--- src/rtl/tsdt_pkg.sv ---
// Shared types and constants for the task sleep deadline table.
`timescale 1ns / 1ps
`default_nettype none

package tsdt_pkg;

   localparam int TSDT_TASKS = 8;

   typedef enum logic [1:0] {
      ACT_SLEEP = 2'd0,
      ACT_TICK  = 2'd1,
      ACT_WAKE  = 2'd2,
      ACT_QUERY = 2'd3
   } action_type;

   typedef enum logic [1:0] {
      MODE_RUNNABLE = 2'd0,
      MODE_SLEEP    = 2'd1,
      MODE_DEEP     = 2'd2
   } mode_type;

   // Command token handed from cell to cell along the chain.
   typedef struct packed {
      logic       valid;
      action_type action;
      logic [2:0] id;
      logic       intr;
      logic [7:0] woken;
      mode_type   mode;
   } tok_type;

endpackage

`default_nettype wire

--- src/rtl/tsdt_cell.sv ---
// One task entry of the sleep table: holds deadline, interrupt flag and mode.
`timescale 1ns / 1ps
`default_nettype none

module tsdt_cell
   import tsdt_pkg::*;
#(
   parameter int IDX = 0
) (
   input  wire logic        clock,
   input  wire logic        reset,
   input  wire logic [63:0] now,
   input  wire logic [63:0] deadline,
   input  wire tok_type     tok_in,
   output tok_type          tok_out
);

   localparam logic [7:0] BitMask = (IDX < 8) ? 8'(1 << IDX) : 8'd0;

   logic [63:0] dl_ff, dl_in;
   logic        intr_ff, intr_in;
   mode_type    mode_ff, mode_in;
   tok_type     tok_ff, tok_in_next;
   logic        hit;
   logic        wake;

   always_comb begin
      hit     = tok_in.valid && (IDX < 8) && (tok_in.id == 3'(IDX));
      dl_in   = dl_ff;
      intr_in = intr_ff;
      mode_in = mode_ff;
      wake    = 1'b0;
      if (tok_in.valid) begin
         case (tok_in.action)
            ACT_SLEEP: begin
               if (hit) begin
                  dl_in   = deadline;
                  intr_in = tok_in.intr;
                  mode_in = tok_in.intr ? MODE_SLEEP : MODE_DEEP;
               end
            end
            ACT_TICK: begin
               if (mode_ff != MODE_RUNNABLE && now > dl_ff) begin
                  wake = 1'b1;
               end
            end
            ACT_WAKE: begin
               if (hit && (dl_ff < now || intr_ff)) begin
                  wake = 1'b1;
               end
            end
            ACT_QUERY: begin
               if (hit && mode_ff != MODE_RUNNABLE && !(dl_ff > now)) begin
                  wake = 1'b1;
               end
            end
            default: begin
            end
         endcase
      end
      if (wake) begin
         mode_in = MODE_RUNNABLE;
      end
      tok_in_next = tok_in;
      if (wake && mode_ff != MODE_RUNNABLE) begin
         tok_in_next.woken = tok_in.woken | BitMask;
      end
      if (hit) begin
         tok_in_next.mode = mode_in;
      end
   end

   always_ff @(posedge clock) begin
      if (reset) begin
         dl_ff        <= '0;
         intr_ff      <= 1'b0;
         mode_ff      <= MODE_RUNNABLE;
         tok_ff.valid <= 1'b0;
      end else begin
         dl_ff   <= dl_in;
         intr_ff <= intr_in;
         mode_ff <= mode_in;
         tok_ff  <= tok_in_next;
      end
   end

   assign tok_out = tok_ff;

endmodule

`default_nettype wire

--- src/rtl/task_sleep_deadline_table_core.sv ---
// Top level of the task sleep deadline table: command sequencer and cell chain.
// A new item is taken only while idle; busy stays high through the result strobe.
// The token walks one cell per cycle.
// The multiply and the 64-bit deadline add are each registered before the walk.
// Reset (synchronous, active high): tick count zero, all tasks runnable,
// deadlines zero, ticks_per_ms one. Results cannot be stalled by the receiver.
`timescale 1ns / 1ps
`default_nettype none

module task_sleep_deadline_table_core
   import tsdt_pkg::*;
#(
   parameter int TASKS = TSDT_TASKS
) (
   input  wire logic        clock,
   input  wire logic        reset,
   // command channel
   input  wire logic        start,
   output logic             busy,
   input  wire logic [1:0]  req_action,
   input  wire logic [2:0]  req_task_id,
   input  wire logic [31:0] req_duration_ms,
   input  wire logic        req_interruptible,
   // result channel
   output logic             rsp_valid,
   output logic             rsp_task_sleeping,
   output logic [1:0]       rsp_task_mode,
   output logic [7:0]       rsp_woken_mask,
   // configuration
   input  wire logic        csr_wr_en,
   input  wire logic [15:0] csr_wr_data
);

   // One-hot sequencer states.
   typedef enum logic [4:0] {
      ST_IDLE   = 5'b00001,
      ST_MULT   = 5'b00010,
      ST_SUM    = 5'b00100,
      ST_LAUNCH = 5'b01000,
      ST_SCAN   = 5'b10000
   } state_type;

   state_type   state_ff, state_in;

   // Captured item fields.
   action_type  act_ff;
   logic [2:0]  id_ff;
   logic [31:0] ms_ff;
   logic        intr_ff;

   logic [15:0] tpm_ff;
   logic [47:0] prod_ff, prod_in;
   logic [63:0] dl_ff, dl_in;
   logic [63:0] now_ff, now_in;

   tok_type     tok_launch;
   tok_type     tok [TASKS+1];

   // ------------------------------------------------------------------
   // Sequencer: accept, multiply, add, then launch a token down the chain
   // and wait for it to fall off the far end.
   // ------------------------------------------------------------------
   always_comb begin
      state_in = state_ff;
      case (state_ff)
         ST_IDLE:   if (start) state_in = ST_MULT;
         ST_MULT:   state_in = ST_SUM;
         ST_SUM:    state_in = ST_LAUNCH;
         ST_LAUNCH: state_in = ST_SCAN;
         ST_SCAN:   if (tok[TASKS].valid) state_in = ST_IDLE;
         default:   state_in = ST_IDLE;
      endcase
   end

   assign busy = (state_ff != ST_IDLE);

   // Duration in ticks: 32 x 16 product, registered before the add.
   assign prod_in = {16'd0, ms_ff} * {32'd0, tpm_ff};

   // Deadline from the count before any tick; a tick advances the count here
   // so the scan compares against the new value.
   always_comb begin
      dl_in  = now_ff + {16'd0, prod_ff};
      now_in = now_ff;
      if (state_ff == ST_SUM && act_ff == ACT_TICK) begin
         now_in = now_ff + 64'd1;
      end
   end

   always_ff @(posedge clock) begin
      if (reset) begin
         state_ff <= ST_IDLE;
         tpm_ff   <= 16'd1;
         now_ff   <= '0;
      end else begin
         state_ff <= state_in;
         now_ff   <= now_in;
         // Register writes must arrive only while idle; the block itself does not enforce this.
         if (csr_wr_en) begin
            tpm_ff <= csr_wr_data;
         end
      end
   end

   // Payload registers: no reset needed.
   always_ff @(posedge clock) begin
      if (state_ff == ST_IDLE && start) begin
         act_ff  <= action_type'(req_action);
         id_ff   <= req_task_id;
         ms_ff   <= req_duration_ms;
         intr_ff <= req_interruptible;
      end
      if (state_ff == ST_MULT) begin
         prod_ff <= prod_in;
      end
      if (state_ff == ST_SUM) begin
         dl_ff <= dl_in;
      end
   end

   // ------------------------------------------------------------------
   // Cell chain: the token enters cell 0 during launch and advances one
   // cell per cycle; each cell updates its own task entry as it passes.
   // An out-of-range task matches no cell, so the token keeps mode runnable.
   // ------------------------------------------------------------------
   always_comb begin
      tok_launch.valid  = (state_ff == ST_LAUNCH);
      tok_launch.action = act_ff;
      tok_launch.id     = id_ff;
      tok_launch.intr   = intr_ff;
      tok_launch.woken  = 8'd0;
      tok_launch.mode   = MODE_RUNNABLE;
   end

   assign tok[0] = tok_launch;

   for (genvar gi = 0; gi < TASKS; gi++) begin : g_chain
      tsdt_cell #(
         .IDX (gi)
      ) u_cell (
         .clock    (clock),
         .reset    (reset),
         .now      (now_ff),
         .deadline (dl_ff),
         .tok_in   (tok[gi]),
         .tok_out  (tok[gi+1])
      );
   end

   // The last cell's token register is the result register.
   assign rsp_valid         = tok[TASKS].valid;
   assign rsp_task_mode     = tok[TASKS].mode;
   assign rsp_task_sleeping = (tok[TASKS].mode != MODE_RUNNABLE);
   assign rsp_woken_mask    = tok[TASKS].woken;

`ifndef SYNTHESIS
   a_accept_goes_busy: assert property (@(posedge clock) disable iff (reset)
      (start && !busy) |=> busy)
      else $error("accepted item did not raise busy");

   a_result_then_idle: assert property (@(posedge clock) disable iff (reset)
      rsp_valid |=> !busy)
      else $error("sequencer not idle after result");

   a_result_only_busy: assert property (@(posedge clock) disable iff (reset)
      rsp_valid |-> busy)
      else $error("result strobe outside a command");

   a_tick_advances: assert property (@(posedge clock) disable iff (reset)
      (state_ff == ST_SUM && act_ff == ACT_TICK) |=> (now_ff == $past(now_ff) + 64'd1))
      else $error("tick did not advance the count");

   a_idle_no_token: assert property (@(posedge clock) disable iff (reset)
      (state_ff == ST_IDLE) |-> !tok[TASKS].valid)
      else $error("token in chain while idle");
`endif

endmodule

`default_nettype wire
--- config.mk ---
export PLATFORM = sky130hd
export DESIGN_NAME = task_sleep_deadline_table_core
export DESIGN_NICKNAME = d
export VERILOG_FILES = /design/src/rtl/tsdt_pkg.sv /design/src/rtl/tsdt_cell.sv /design/src/rtl/task_sleep_deadline_table_core.sv
export SDC_FILE = /design/constraint.sdc
export NUM_CORES = 2
export LEC_CHECK = 0
export BUFFER_PORTS_ARGS = -buffer_cell sky130_fd_sc_hd__buf_2
export CORE_MARGIN = 2
export CORE_UTILIZATION = 55
export DETAILED_ROUTE_END_ITERATION = 7
export PLACE_DENSITY = 0.71
export SYNTH_ARGS = -nofsm -noshare
export SYNTH_HDL_FRONTEND = slang
export SYNTH_HIERARCHICAL = 1
export SYNTH_SLANG_ARGS = --single-unit
--- constraint.sdc ---
create_clock -name clock -period 7.9 [get_ports clock]
set_input_delay 1.185 -clock clock [delete_from_list [all_inputs] [get_ports clock]]
set_output_delay 1.185 -clock clock [all_outputs]
set_load 0.02 [all_outputs]
# After elaboration in Yosys (flattened, before gate mapping)
# Cells that the tools add are included.
# totals
elab_cells	335
input_bits	58
regBits	901
# op_classes
n_lt_le_gt_ge	24
addsub	2
n_mux	91
n_eq_ne	39
multipliers	1
n_reduce_logical	93
# op_table
operator	n
> comparator 64 bit	16
< comparator 64 bit	8
two-way mux 2 bit	47
adder 64 x 1 -> 64 bit, second input constant	1
adder 64 x 48 -> 64 bit	1
logical AND 1 bit	50
multiplier 32 x 16 -> 48 bit	1
two-way mux 1 bit	33
equality test 2 bit, second input constant	16
case mux 5 bit (5 select lines)	1
case mux 1 bit (3 select lines)	8
AND reduction 3 bit	8
nonzero test 2 bit	9
equality test 2 x 1 -> 1 bit, second input constant	8
logical NOT 2 bit	8
equality test 3 bit, second input constant	4
two-way mux 5 bit	2
logical NOT 1 bit	8
logical OR 1 bit	8
equality test 3 x 2 -> 1 bit, second input constant	2
equality test 5 x 1 -> 1 bit, second input constant	1
equality test 5 x 2 -> 1 bit, second input constant	1
equality test 5 x 3 -> 1 bit, second input constant	1
equality test 5 x 4 -> 1 bit, second input constant	1
7 further kinds	7

# Logic depth before layout (Yosys ltp)
# depth
ltp_word	9
ltp_mapped	26
depth_no_buf	24

# Hierarchy
# Netlist, hierarchy kept.
# modules_own_cells
module	area_per_inst_um2	seq_area_each_um2	cells_per_inst	instances
task_sleep_deadline_table_core	27361.2	6206.0	2887	1
tsdt_cell at g_chain[3].u_cell ...	4524.3	1841.8	549	2
tsdt_cell at g_chain[1].u_cell ...	4519.3	1841.8	550	2
tsdt_cell at g_chain[6].u_cell	4630.7	1841.8	565	1
tsdt_cell at g_chain[7].u_cell	4619.4	1841.8	563	1
tsdt_cell at g_chain[0].u_cell	4555.6	1841.8	550	1
tsdt_cell at g_chain[4].u_cell	4515.6	1841.8	550	1

# Worst setup path before layout
# OpenSTA, ideal clock, no wires.
# synth_timing
path_type	flip-flop to flip-flop
start	register ms_ff[10]
end	register prod_ff[40] (data pin)
required_ns	7.634
slack_ns	1.381
setup_time_ns	0.266
path_stages_with_launch	24
arrival_time_ns	6.253
path_buffers	2
path_cell_list	edfxtp_1 clkbuf_1 nand2_1 fa_1 fa_1 fa_1 inv_1 fa_1 fa_1 inv_1 fa_1 inv_1 ha_1 clkbuf_2 a21oi_1 a21boi_0 o21ai_0 o21bai_1 a31oi_1 o31ai_1 nand2b_1 a31oi_1 mux2i_1 o211ai_1
# synth_via
elab_chain_len	1
# synth_lines
item	line	source
from (decl)	task_sleep_deadline_table_core.sv:48	logic [31:0] ms_ff;
from (signal assigned)	task_sleep_deadline_table_core.sv:110	ms_ff <= req_duration_ms;
multiplier 32 x 16 -> 48 bit	task_sleep_deadline_table_core.sv:78	assign prod_in = {16'd0, ms_ff} * {32'd0, tpm_ff};
via prod_in[40]	task_sleep_deadline_table_core.sv:52	logic [47:0] prod_ff, prod_in;
to (signal assigned)	task_sleep_deadline_table_core.sv:114	prod_ff <= prod_in;
to (decl)	task_sleep_deadline_table_core.sv:52	
# The timed path passes the listed nets, and every way through them passes these cells.
# A chain may end at the register's enable or synchronous reset.

# Final worst setup path
# layout_timing
start	register ms_ff[11]
end	register prod_ff[40] (data pin)
# Same word-level chain as after synthesis.

==> flow_metrics.env <==
export IMPL_status="finished, final reports clean"
export IMPL_clkSinkCount=901
export IMPL_r2r_start="ms_ff[11]$_DFFE_PP_"
export IMPL_final_cell_mix="nand2_1, inv_1, a21oi_1"
export IMPL_antenna_found_initial=4
export IMPL_reg2reg_depth=21
export IMPL_setup_viol=0
export IMPL_cts_buffers=97
export IMPL_grt_setup_unrepaired="no"
export IMPL_start_util=0.555
export IMPL_clkPwrFrac=0.322
export IMPL_final_common_cell="nand2_1"
export IMPL_criticalPathCategory="flip-flop to flip-flop"
export IMPL_hpwl_microns=131000
export IMPL_placedCellCount=8659
export IMPL_htree_levels=3
export IMPL_cts_tree="built"
export IMPL_synth_cells=7307
export IMPL_tns_ps=0
export IMPL_internal_power_w=0.00984
export IMPL_grt_max_degree=190
export IMPL_drt_total_wl_microns=181000
export IMPL_min_path_type="flip-flop to flip-flop"
export IMPL_cts_resized=0
export IMPL_syn_avg_cell_area_sq_um=8.70
export IMPL_min_period_over_period=0.946
export IMPL_switching_power_w=0.00521
export IMPL_clock_root_buffer="clkbuf_16"
export IMPL_clk_pin_slew_ps=60
export IMPL_grt_util_all_layers=0.307
export IMPL_drc_errors=0
export IMPL_fp_dieH_microns=344
export IMPL_worstHoldStart="g_chain[2].u_cell/tok_out[2]$_DFFE_PN_"
export IMPL_grt_pass1_wl_microns=282000
export IMPL_drt_iter0_markers=3897
export IMPL_syn_area_sq_um=63600
export IMPL_num_vias=51000
export IMPL_endpoint_kind="flip-flop"
export IMPL_min_period_ps=7470
export IMPL_holdPathStages=0
export IMPL_layout_drive_gt1_share=0.0544
export IMPL_port_buffers=70
export IMPL_slew_violations=0
export IMPL_cp_startpoint="ms_ff[11]$_DFFE_PP_"
export IMPL_swShare=0.346
export IMPL_chipWidth_microns=344
export IMPL_cp_start_kind="flip-flop"
export IMPL_critPathArrivalTime_ps=7890
export IMPL_cts_hold_buffers=0
export IMPL_r2r_slack_ps=430
export IMPL_pwr_share_seq=0.347
export IMPL_first_global_vias=51000
export IMPL_p_leak_nw=27.9
export IMPL_ir_worst_vdd_v=0.000215
export IMPL_slew_headroom=0.151
export IMPL_path_max_fanout=16
export IMPL_worstSkewPairLatency_ps=720
export IMPL_wire_per_inst_microns=20.5
export IMPL_stdcell_count=8846
export IMPL_vias_per_cell=5.76
export IMPL_core_area_sq_um=115000
export IMPL_maxCapViolations=0
export IMPL_finalClockSkew_ps=44.4
export IMPL_holdPathEnd="g_chain[3].u_cell/tok_out[2]$_DFFE_PN_"
export IMPL_cp_required_ps=8320
export IMPL_power_frac_comb=0.331
export IMPL_place_gp_congestion=0.951
export IMPL_cts_setup_buffers=0
export IMPL_r2r_end="prod_ff[40]$_DFFE_PP_"
export IMPL_power_density_nw_per_um2=219
export IMPL_die_area_sq_um=118000
export IMPL_worst_pin_slew_ps=1250
export IMPL_fmax_ghz=0.134
export IMPL_ant_nets=0
export IMPL_hold_viol_final=0
export IMPL_yosysWarnings=6
export IMPL_clk_path_buf_depth=3
export IMPL_drt_pre_antenna_iters=6
export IMPL_synthToLayoutAreaGrowth_pct=7.97
export IMPL_finalNetCount=8404
export IMPL_grt_overflow=0
export IMPL_rows=124
export IMPL_pin_count=71
export IMPL_utilization=0.600
## per-stage QoR
step / area, sq um / worst slack (ps) / power, W / hold WS, ps
after floorplan: 63600 / 1380 / 0.00908 / 400
after global placement: 65200 / 744 / 0.0102 / 401
after detailed placement: 65200 / 551 / 0.0102 / 405
after CTS: 68600 / 569 / 0.0151 / 416
after global routing: 68700 / 137 / 0.0160 / 421
final: 68700 / 429 / 0.0150 / 417
## how the worst max path moves through the flow
stage	endpoint	slack, ps
floorplan	prod_ff[40]$_DFFE_PP_	1380
global placement	prod_ff[40]$_DFFE_PP_	740
detailed placement	prod_ff[40]$_DFFE_PP_	550
CTS	prod_ff[40]$_DFFE_PP_	570
global route	prod_ff[40]$_DFFE_PP_	140
finish	prod_ff[40]$_DFFE_PP_	430
## per-layer routing
metal | share of wire | up-vias | GRT usage
li1 | - | 23900 | -
met4 | 0.061 | 2 | 0.166
met5 | 0.000072 | - | 0
met2 | 0.48 | 1827 | 0.525
met1 | 0.40 | 24700 | 0.374
met3 | 0.064 | 510 | 0.0418
## worst max-delay path, cell delays in order, from the launching register on
cell,delay (ps)
edfxtp_1,860
nand2_1,170
fa_1,560
fa_1,450
fa_1,530
inv_1,50
fa_1,470
fa_1,550
inv_1,60
fa_1,520
inv_1,40
ha_1,390
a21oi_1,330
nand2b_1,90
a2111oi_0,520
o21bai_1,300
a31oi_1,520
o31ai_1,240
nand2b_1,150
a31oi_1,110
mux2i_1,180
o211ai_1,110
## cell type report
cell class | instances | area, sq um
clock buffer | 129 | 2710
tap | 1512 | 1890
multi-input combinational | 5058 | 37700
antenna | 3 | 7.51
clock inverter | 55 | 699
fill | 9898 | 45800
timing repair buffer | 143 | 933
inverter | 1045 | 3920
sequential | 901 | 20800
## power by group through the flow
| stage | Clock [W] | Sequential, W | Combinational [W] |
|---|---|---|---|
| after detailed placement | 0 | 0.00531 | 0.00492 |
| after floorplan | 0 | 0.00522 | 0.00386 |
| final | 0.00485 | 0.00521 | 0.00498 |
| after global placement | 0 | 0.00531 | 0.00487 |
| after CTS | 0.00492 | 0.00521 | 0.00496 |
| after global routing | 0.00509 | 0.00522 | 0.00564 |
## registers in the layout (all words and copies together), names as in the netlist
register and cells:
intr_ff 1, tpm_ff 16, g_chain.u_cell/dl_ff 512, g_chain.u_cell/tok_out 130
dl_ff 64, prod_ff 48, ms_ff 32, act_ff 2
now_ff 64, state_ff 5, g_chain.u_cell/intr_ff 8, g_chain.u_cell/mode_ff 16
id_ff 3
Power figures use the tool's default switching activity.
